### config.mk
export PLATFORM = sky130hd
export DESIGN_NAME = rofs_update
export DESIGN_NICKNAME = d
export VERILOG_FILES = /design/src/rofs_pkg.sv /design/src/rofs_update.sv
export SDC_FILE = /design/constraint.sdc
export NUM_CORES = 1
export LEC_CHECK = 0
export ABC_AREA = 1
export BUFFER_PORTS_ARGS = -buffer_cell sky130_fd_sc_hd__buf_2
export CORE_UTILIZATION = 45
export DETAILED_ROUTE_END_ITERATION = 7
export PLACE_DENSITY = 0.91
export SLEW_MARGIN = 20
export SYNTH_ARGS = -nofsm -noshare
export SYNTH_HDL_FRONTEND = slang
export SYNTH_SLANG_ARGS = --single-unit
### constraint.sdc
create_clock -name vclk -period 4.2
set_input_delay 0.21 -clock vclk [all_inputs]
set_output_delay 0.21 -clock vclk [all_outputs]
set_load 0.02 [all_outputs]
### src/rofs_pkg.sv
// Shared types and constants for the relay output feedback supervisor.
// Scan and result word layouts and the per-channel flag record.
// No dependencies.
package rofs_pkg;

    localparam int unsigned CH_W      = 6;
    localparam int unsigned TS_W      = 32;
    localparam int unsigned TIMEOUT_W = 16;

    localparam logic [TIMEOUT_W-1:0] TIMEOUT_RESET = 16'd100;

    // One scan of one output channel
    typedef struct packed {
        logic [CH_W-1:0] channel;
        logic            wanted_level;
        logic            has_feedback;
        logic            feedback_level;
        logic            blocked;
        logic [TS_W-1:0] timestamp;
    } t_scan;

    // Per-scan result word
    typedef struct packed {
        logic            driven_level;
        logic            change_event;
        logic [CH_W-1:0] event_channel;
        logic [TS_W-1:0] event_time;
        logic            fail_when_high;
        logic            fail_when_low;
    } t_result;

    // Per-channel one-bit state
    typedef struct packed {
        logic level;
        logic active;
        logic fail_high;
        logic fail_low;
    } t_flags;

endpackage

### src/rofs_update.sv
// Next-state and result logic for one channel scan.
// Pure combinational; depends on rofs_pkg.
module rofs_update
    import rofs_pkg::*;
#(
    parameter int unsigned TIMER_BITS = 16
) (
    input  t_scan                  i_scan,
    input  logic                   i_in_range,
    input  t_flags                 i_flags,
    input  logic [TIMER_BITS-1:0]  i_count,
    input  logic [TIMEOUT_W-1:0]   i_timeout,
    output t_flags                 o_flags,
    output logic [TIMER_BITS-1:0]  o_count,
    output t_result                o_result
);

    localparam int unsigned CMP_W = (TIMER_BITS > TIMEOUT_W) ? TIMER_BITS : TIMEOUT_W;

    logic [CMP_W-1:0] lim_max;
    logic [CMP_W-1:0] lim_cfg;
    logic [CMP_W-1:0] limit;
    logic             lvl;
    logic             changed;

    // effective timeout is capped at the counter's maximum
    assign lim_max = CMP_W'({TIMER_BITS{1'b1}});
    assign lim_cfg = CMP_W'(i_timeout);
    assign limit   = (lim_cfg > lim_max) ? lim_max : lim_cfg;

    assign lvl     = i_scan.blocked ? 1'b0 : i_scan.wanted_level;
    assign changed = i_flags.level != lvl;

    // level and feedback timer update
    always_comb begin
        o_flags       = i_flags;
        o_count       = i_count;
        o_flags.level = lvl;
        if (i_scan.blocked) begin
            o_count = '0;
        end else begin
            if (changed && i_scan.has_feedback) begin
                o_flags.active = 1'b1;
                o_count        = '0;
            end
            if (i_scan.has_feedback && o_flags.active) begin
                if (CMP_W'(o_count) < limit) begin
                    o_count = o_count + TIMER_BITS'(1);
                    if (lvl == i_scan.feedback_level) begin
                        o_flags.active = 1'b0;
                        o_count        = '0;
                        if (lvl) begin
                            o_flags.fail_high = 1'b0;
                        end else begin
                            o_flags.fail_low = 1'b0;
                        end
                    end
                end else begin
                    // timed out
                    o_flags.active = 1'b0;
                    o_count        = '0;
                    if (lvl) begin
                        o_flags.fail_high = 1'b1;
                    end else begin
                        o_flags.fail_low = 1'b1;
                    end
                end
            end
        end
    end

    // result word; all zero for a channel outside the bank
    always_comb begin
        o_result = '0;
        if (i_in_range) begin
            o_result.driven_level   = lvl;
            o_result.change_event   = changed;
            o_result.event_channel  = changed ? i_scan.channel : '0;
            o_result.event_time     = changed ? i_scan.timestamp : '0;
            o_result.fail_when_high = o_flags.fail_high;
            o_result.fail_when_low  = o_flags.fail_low;
        end
    end

endmodule

==> results.md, run 1 <==
- Core Region: between 3000 and 4000 um^2
- Total of max-cap violations: 0
- Hold Path Class: input pin to output pin
- Post-Syn Area per Cell: 4.959 um^2
- ANT cells: 0
- Die Ht: 64.55 um
- Initial Util: 47.37%
- Clk pwr share: 0%
- CTS Hold Bufs: 0
- GRT overflow: 0
- Detailed Route Iter0 Violations: 214
- DR pass1 iterations: 5
- Row count: 22
- Max Slew Vio Count: 0
- Internal power: about 0.10 mW
- Synth warn: 0
- FF+latch area: 0 um^2
- WL/cell: 11.23 um
- Psw: 0.1881 mW
- Num ports: 141
- Period utilization: about three quarters
- Antenna Nets Post-Route: 0
- Setup TNS: 0 ns
- Filler cell count in the final layout: 370
- Register area share after synthesis: 0%
- Final Hold Viols: 0
- Share of power burned in registers: 0%
- Total Wirelength: 5.952 mm
- Seq Cell Count: 0
- Crit path to: o_flags[2]
- Largest area contributor in the netlist: inv_1
- GR Util met2: 46.97%
- Combinational Power Share: 100.0%
- CP Class: input pin to output pin
- Synth area leaders: inv_1 18%, nor2_1 13%, nand2_1 12%, ha_1 11%, nand3_1 7.1%
- PwrDens: 119.6 nW/um^2
- Port Buffer Count: 141
- Multi-input logic area: around 1300 um^2
- Top cell type's share of synthesized area: 18.12%
- Power, Total: just under 0.3 mW
- Most common cell after layout, fill and taps aside: buf_2
- Most frequent cells in the layout: 141 x buf_2, 85 x inv_1, 63 x nor2_1
- Placer Congestion: 0.8758
- Post-route minimum period: 3.147 ns
- Largest net degree at the start of global routing: 33
- Achievable Freq: 317.8 MHz
- PostCTS Resize Cnt: 0
- CP arrival: 2.94 ns
- Gr usage total: roughly 28%
- Worst setup SP type: input pin
- Antenna violations before repair: 0
- Critical Path Start: i_scan[32]
- Critical Path Sink Type: output pin
- Leak pwr: 1.709 nW
- Area of the mapped netlist: 1760 um^2
- Grt met3 use: 2.817%
- Crit-path max FO: 23
- Cells after Synth: about 360
- Status: finished clean
- Area Overhead vs Synth: 38.88%
- Wire length of the first global-routing pass: 9.473 mm
- Sw Share: 64.33%
- Fin nets: 579
- Finish-stage setup viols: 0
- Number of global-route vias before repair: 2,136
- Die Wd: between 60 and 70 um
- Global route hottest layer: met2
- # DRC: 0
- Unique cell type count in the Yosys netlist: 31
- Max VDD drop: 0.05717 mV
- Die ar.: 4166 um^2
- # clk buffers: 0
- Slew Limit Headroom: 40.05%
- GR met1 Demand/Resource: 38.23%
- Vias: 2,568
- DR vias/cell: roughly 4.8
- Ratio of cells with drive above 1 in the final layout: 35.48%
- Worst-Margin Slew: about 0.90 ns
- Post-CTS Setup Bufs: 0
- Post-Syn Nets: 450
- Dpl hpwl: 4.961 mm
- Req. time, crit path: 3.99 ns
- RSZ-0062 raised after global routing: no
-- kinds of logic after synthesis --
family,after synthesis,synth area share [%]
adder cells (fa/ha/maj),16,11.37
XOR/XNOR,4,1.990
AO/OA/AOI/OAI,51,15.50
buffers and inverters,106,24.45
AND/OR/NAND/NOR,178,46.70
-- cells in the mapped netlist --
cell type / count
clkinv_1: 1
o21ai_1: 2
nand2_2: 8
a21oi_1: 24
buf_2: 1
o21ai_0: 20
nor2_2: 6
nand3_4: 1
a21oi_2: 1
nand4_1: 9
nor3_2: 1
buf_1: 1
buf_6: 1
a211oi_1: 1
buf_12: 1
xor2_1: 4
nand3_1: 25
o31ai_1: 1
o21a_1: 1
nor3_1: 3
nand3_2: 3
inv_2: 5
inv_1: 85
ha_1: 16
nor2_1: 63
buf_4: 2
nand2_4: 2
clkbuf_1: 9
o221a_2: 1
nor2_4: 1
nand2_1: 56
-- area by class of cell --
cell class,instances,share of cell area (%)
timing repair buffer,142,29.17
inverter,91,13.97
tap,48,2.457
multi-input combinational,249,54.40
-- power by group through the flow --
stage,combinational [mW],clock (mW),sequential (mW)
2_1_floorplan,0.193,0,0
3_3_place_gp,0.284,0,0
3_5_place_dp,0.289,0,0
4_1_cts,0.290,0,0
5_1_grt,0.325,0,0
6_report,0.292,0,0
-- per-layer routing --
metal | vias up | wire, um
met2 | 105 | 2782
met3 | 4 | 393
li1 | 1343 | -
met4 | 0 | 42
met1 | 1116 | 2734
met5 | - | 0
-- worst min-delay path by stage --
stage               startpoint      endpoint  slack, ns  cells after the start
floorplan            i_scan[8]  o_result[10]       0.54                      2
detailed placement  i_scan[22]  o_result[24]       0.73                      4
global placement    i_scan[31]  o_result[33]       0.73                      4
CTS                 i_scan[22]  o_result[24]       0.73                      4
global route        i_scan[15]  o_result[17]       0.74                      4
finish              i_scan[31]  o_result[33]       0.73                      4
-- critical path, stage by stage --
cell	delay (ns)
buf_2	0.13
inv_2	0.22
nand2_2	0.13
nand2_2	0.10
nand3_4	0.28
nand2_1	0.25
inv_1	0.08
ha_1	0.30
a21oi_1	0.13
o21a_1	0.12
o221a_2	0.42
nand4_1	0.16
o21ai_0	0.19
buf_2	0.19
-- metrics by stage --
step | instances | instance area (um^2) | util, % | hold WS, ns | setup WS (ns)
floorplan | 355 | 1760 | - | 0.5394 | 1.579
global placement | 530 | 2445 | 65.79 | 0.7269 | 1.196
detailed placement | 530 | 2445 | 65.79 | 0.7282 | 1.113
CTS | 530 | 2445 | 65.79 | 0.7306 | 1.113
global route | 530 | 2445 | 65.79 | 0.7400 | 0.8329
finish | 530 | 2445 | 65.79 | 0.7298 | 1.053
No activity file was read; power rests on OpenSTA's default activity.
==> run 2: changes to the inputs <==
--- a/config.mk
+++ b/config.mk
@@ -7,9 +7,9 @@
 export LEC_CHECK = 0
 export ABC_AREA = 1
 export BUFFER_PORTS_ARGS = -buffer_cell sky130_fd_sc_hd__buf_2
-export CORE_UTILIZATION = 45
+export CORE_UTILIZATION = 38
 export DETAILED_ROUTE_END_ITERATION = 7
-export PLACE_DENSITY = 0.91
+export PLACE_DENSITY = 0.81
 export SLEW_MARGIN = 20
 export SYNTH_ARGS = -nofsm -noshare
 export SYNTH_HDL_FRONTEND = slang
==> constraint.sdc (replaced) <==
create_clock -name vclk -period 2.8
set_input_delay 0.14 -clock vclk [all_inputs]
set_output_delay 0.14 -clock vclk [all_outputs]
set_load 0.02 [all_outputs]
==> results.md, run 2 (synthesized netlist as in run 1, its figures left out) <==
- Multi-input logic area: 1376 um^2 (was 1330 um^2)
- Internal power: 0.1679 mW (was 0.1043 mW)
- Slew Limit Headroom: 68.34% (was 40.05%)
- RSZ-0062 raised after global routing: no (unchanged)
- Max VDD drop: 0.09185 mV (was 0.05717 mV)
- Seq Cell Count: 0 (unchanged)
- Die ar.: 4909 um^2 (was 4166 um^2)
- Placer Congestion: 0.9848 (was 0.8758)
- FF+latch area: 0 um^2 (unchanged)
- WL/cell: 11.73 um (was 11.23 um)
- Area Overhead vs Synth: 44.35% (was 38.88%)
- Antenna Nets Post-Route: 0 (unchanged)
- Detailed Route Iter0 Violations: 136 (was 214)
- Achievable Freq: about 380 MHz
- Period utilization: a little over 90%
- Max Slew Vio Count: 0 (unchanged)
- Req. time, crit path: 2.66 ns (was 3.99 ns)
- Number of global-route vias before repair: 2,206 (was 2,136)
- Vias: 2,631 (was 2,568)
- HP Start: i_scan[19] (was i_scan[31])
- # clk buffers: 0 (unchanged)
- Leak pwr: 1.759 nW (was 1.709 nW)
- Ratio of cells with drive above 1 in the final layout: 36.73% (was 35.48%)
- Core Region: 4414 um^2 (was 3716 um^2)
- Finish-stage setup viols: 0 (unchanged)
- Port Buffer Count: 141 (unchanged)
- ANT cells: 0 (unchanged)
- WHS: 0.5922 ns (was 0.7298 ns)
- Total Wirelength: 6.360 mm (was 5.952 mm)
- Final Hold Viols: 0 (unchanged)
- Initial Util: 39.88% (was 47.37%)
- Total of max-cap violations: 0 (unchanged)
- Post-route minimum period: 2.612 ns
- Combinational Power Share: 100.0% (about the same)
- DR pass1 iterations: 6 (was 5)
- Share of power burned in registers: 0% (about the same)
- CP bufs+invs: 5 (was 4)
- Slowest stage delay, CP: 0.32 ns (was 0.42 ns)
- PwrDens: 181.6 nW/um^2 (was 119.6 nW/um^2)
- # DRC: 0 (unchanged)
- Wire length of the first global-routing pass: 10.06 mm (was 9.473 mm)
- Fin nets: 587 (was 579)
- DR vias/cell: 4.854 (was 4.845)
- Worst Hold Path EP: o_result[21] (was o_result[33])
- Post-CTS Setup Bufs: 0 (unchanged)
- Gr usage total: 24.09% (was 27.54%)
- Worst-path cell chain: buf_2 -> inv_2 -> nand3_1 -> nand3_2 -> nand2_1 -> inv_1 -> ha_1 -> nand4_1 -> nor3_2 -> nand2_4 -> buf_4 -> nand3_1 -> a21oi_2 -> buf_2 (was buf_2 -> inv_2 -> nand2_2 -> nand2_2 -> nand3_4 -> nand2_1 -> inv_1 -> ha_1 -> a21oi_1 -> o21a_1 -> o221a_2 -> nand4_1 -> o21ai_0 -> buf_2)
- Die Ht: 70.07 um (was 64.55 um)
- Filler cell count in the final layout: 474 (was 370)
- Row count: 24 (was 22)
- Hold depth: 4 (unchanged)
- Psw: 0.2937 mW (was 0.1881 mW)
- Setup TNS: 0 ns (unchanged)
- Status: finished clean (unchanged)
- Dpl hpwl: 5.312 mm (was 4.961 mm)
- CTS Hold Bufs: 0 (unchanged)
- Sw Share: 63.63% (was 64.33%)
- Critical Path Sink Type: output pin (unchanged)
- Cell family with the largest share of critical-path delay: simple AND/OR/NAND/NOR gates (unchanged)
- Worst setup SP type: input pin (unchanged)
- Die Wd: 70.07 um (was 64.55 um)
- Most common cell after layout, fill and taps aside: buf_2 (unchanged)
- Antenna violations before repair: 0 (unchanged)
- Crit-path max FO: 9 (was 23)
- Clk pwr share: 0% (about the same)
- Crit-path slowest cell: ha_1 (was o221a_2)
- CP arrival: 2.47 ns (was 2.94 ns)
- CP Class: input pin to output pin (unchanged)
- GRT overflow: 0 (unchanged)
- Num ports: 141 (unchanged)
- Worst-Margin Slew: 0.4738 ns (was 0.8971 ns)
- Hold Path Class: input pin to output pin (unchanged)
- Final Core Density: 57.57% (was 65.79%)
- Most frequent cells in the layout: 141 x buf_2, 85 x inv_1, 63 x nor2_1 (unchanged)
- Largest net degree at the start of global routing: 40 (was 33)
[run 2: how the worst max path moves through the flow]
stage | start | endpoint | slack, ns | cells past startpoint
6_report | i_scan[32] | o_count[15] | 0.19 | 14
5_1_grt | i_scan[32] | o_count[14] | 0.004 | 16
4_1_cts | i_scan[32] | o_count[1] | 0.09 | 15
3_5_place_dp | i_scan[32] | o_count[1] | 0.09 | 15
3_3_place_gp | i_scan[32] | o_count[1] | 0.18 | 15
2_1_floorplan | i_scan[32] | o_count[11] | 0.32 | 15
[run 2: power groups by stage]
| stage | Combinational, mW | Clock, mW | Sequential (mW) |
|---|---|---|---|
| after global routing | 0.508 | 0 | 0 |
| final | 0.462 | 0 | 0 |
| after CTS | 0.448 | 0 | 0 |
| after global placement | 0.438 | 0 | 0 |
| after detailed placement | 0.445 | 0 | 0 |
| after floorplan | 0.289 | 0 | 0 |
[run 2: metal layers]
| metal | global-route usage [%] | up-vias | part of all wire (%) |
|---|---|---|---|
| met5 | 0 | - | 0 |
| met1 | 33.94 | 1127 | 45 |
| li1 | - | 1368 | - |
| met4 | 4.000 | 0 | 1.9 |
| met2 | 40.71 | 124 | 46 |
| met3 | 1.443 | 12 | 7.1 |
[run 2: cell type report]
cell class,instances,area share [%]
multi-input combinational,251,54.16
timing repair buffer,148,29.84
inverter,91,13.44
tap,52,2.560
[run 2: per-stage QoR]
stage,cell area [um^2],instances,worst slack (ns),power (mW)
finish,2541,542,0.1876,0.4616
global route,2541,542,0.003687,0.5080
CTS,2495,540,0.08577,0.4475
detailed placement,2495,540,0.09056,0.4453
global placement,2495,540,0.1785,0.4380
floorplan,1760,355,0.3185,0.2892
[run 2: what timing repair did]
| action | 4_1_cts | 5_1_grt |
|---|---|---|
| gates resized for setup | 0 | 4 |
| hold endpoints to repair | 0 | 0 |
| setup endpoints to repair | 0 | 15 |
==> run 3: changes to the inputs <==
--- a/config.mk
+++ b/config.mk
@@ -9,6 +9,7 @@
 export BUFFER_PORTS_ARGS = -buffer_cell sky130_fd_sc_hd__buf_2
 export CORE_UTILIZATION = 38
 export DETAILED_ROUTE_END_ITERATION = 7
+export MAX_ROUTING_LAYER = met4
 export PLACE_DENSITY = 0.81
 export SLEW_MARGIN = 20
 export SYNTH_ARGS = -nofsm -noshare
==> results.md, run 3 (synthesized netlist as in run 1, its figures left out) <==
- Max VDD drop: 0.09190 mV (was 0.09185 mV)
- Antenna violations before repair: 0 (unchanged)
- CP arrival: 2.47 ns (about the same)
- Die ar.: 4909 um^2 (unchanged)
- RSZ-0062 raised after global routing: no (unchanged)
- Placed instance area: 2502 um^2 (was 2495 um^2)
- Finished Layout Cells: 543 (was 542)
- Number of global-route vias before repair: 2,319 (was 2,206)
- Hold depth: 4 (unchanged)
- Most common cell after layout, fill and taps aside: buf_2 (unchanged)
- Total of max-cap violations: 0 (unchanged)
- Antenna Nets Post-Route: 0 (unchanged)
- Vias: 2,608 (was 2,631)
- Post-route minimum period: 2.610 ns (was 2.612 ns)
- Row count: 24 (unchanged)
- Worst Hold Path EP: o_result[26] (was o_result[21])
- Global route hottest layer: met2 (unchanged)
- Most frequent cells in the layout: 141 x buf_2, 85 x inv_1, 63 x nor2_1 (unchanged)
- Status: finished clean (unchanged)
- Placer Congestion: 0.9914 (was 0.9848)
- HP Start: i_scan[24] (was i_scan[19])
- Port Buffer Count: 141 (unchanged)
- PwrDens: 181.4 nW/um^2 (was 181.6 nW/um^2)
- CP Class: input pin to output pin (unchanged)
- DR vias/cell: 4.803 (was 4.854)
- Grt met3 use: 2.020% (was 1.443%)
- DR pass1 iterations: 4 (was 6)
- Final instance area: 2539 um^2 (was 2541 um^2)
- Final Hold Viols: 0 (unchanged)
- Worst setup SP type: input pin (unchanged)
- Dpl hpwl: 5.339 mm (was 5.312 mm)
- Period utilization: 93.20% (was 93.30%)
- Initial Util: 39.88% (unchanged)
- Total Wirelength: 6.356 mm (was 6.360 mm)
- Ratio of cells with drive above 1 in the final layout: 36.86% (was 36.73%)
- Area Overhead vs Synth: 44.21% (was 44.35%)
- Hold Path Class: input pin to output pin (unchanged)
- Slew Limit Headroom: 66.46% (was 68.34%)
- WL/cell: 11.71 um (was 11.73 um)
- GR met1 Demand/Resource: 33.77% (was 33.94%)
- GR Util met2: 43.27% (was 40.71%)
- Max Slew Vio Count: 0 (unchanged)
- # DRC: 0 (unchanged)
- GRT overflow: 0 (unchanged)
- # clk buffers: 0 (unchanged)
- Achievable Freq: 383.2 MHz (was 382.8 MHz)
- Wire length of the first global-routing pass: 10.39 mm (was 10.06 mm)
- Setup TNS: 0 ns (unchanged)
- WHS: 0.5914 ns (was 0.5922 ns)
- FF+latch area: 0 um^2 (unchanged)
- Crit-path max FO: 10 (was 9)
- Worst-Margin Slew: 0.5019 ns (was 0.4738 ns)
- Num ports: 141 (unchanged)
- Die Wd: 70.07 um (unchanged)
- Largest net degree at the start of global routing: 40 (unchanged)
- Fin nets: 588 (was 587)
- Critical Path Sink Type: output pin (unchanged)
- ANT cells: 0 (unchanged)
- Power, Total: 0.4605 mW (was 0.4616 mW)
- Req. time, crit path: 2.66 ns (about the same)
- Die Ht: 70.07 um (unchanged)
- Post-placement cell count: 541 (was 540)
- Gr usage total: 25.29% (was 24.09%)
- Detailed Route Iter0 Violations: 151 (was 136)
- Leak pwr: 1.764 nW (was 1.759 nW)
- Seq Cell Count: 0 (unchanged)
- Finish-stage setup viols: 0 (unchanged)
- Core Region: 4414 um^2 (unchanged)
run 3: changes by cell type in the layout (fill, tap and decap cells not counted), sizes merged:
cell   change
buf        +2
nand3      -1
run 3: critical path: stages:
cell and delay [ns]:
buf_2 0.13, inv_2 0.08, nand2_2 0.07, nand2_2 0.12, nand3_2 0.23, buf_4 0.24
nand2_4 0.07, inv_2 0.05, ha_1 0.17, a21oi_1 0.15, o21a_1 0.14, o221a_4 0.25
buf_4 0.18, nand4_1 0.09, a21oi_1 0.18, buf_2 0.19
run 3: worst max path at each step:
stage                from           to  slack (ns)  cells after the start
2_1_floorplan  i_scan[32]  o_count[11]        0.32                     15
3_3_place_gp   i_scan[32]   o_count[4]        0.20                     15
3_5_place_dp   i_scan[32]   o_count[4]        0.13                     15
4_1_cts        i_scan[32]   o_count[4]        0.12                     15
5_1_grt        i_scan[32]   o_count[1]        0.07                     20
6_report       i_scan[32]   o_count[4]        0.19                     16
run 3: what timing repair did:
item,CTS,global route
resized for setup,0,3
hold buffers,0,0
endpoints found under the hold margin,0,0
setup endpoints to repair,0,12
buffers inserted,0,1
run 3: layer usage:
layer	vias up	wire length, um	part of all wire (%)
met3	9	345	5.4
met2	90	3020	48
met5	-	0	0
met4	0	77	1.2
li1	1366	-	-
met1	1143	2913	46
run 3: layout make-up:
| cell class | count | area (um^2) |
|---|---|---|
| multi-input cells | 250 | 1359 |
| well taps | 52 | 65.06 |
| inverters | 91 | 341.6 |
| fillers | 470 | 1876 |
| repair buffers | 150 | 773.2 |
run 3: power breakdown:
| part | switching [mW] | internal (mW) |
|---|---|---|
| registers | 0 | 0 |
| logic | 0.291 | 0.170 |
| clock network | 0 | 0 |
run 3: through the flow:
step                util, %  worst slack, ns
floorplan                 -           0.3185
global placement      56.69           0.2048
detailed placement    56.69           0.1262
CTS                   56.69           0.1208
global route          57.51          0.06713
finish                57.51           0.1903
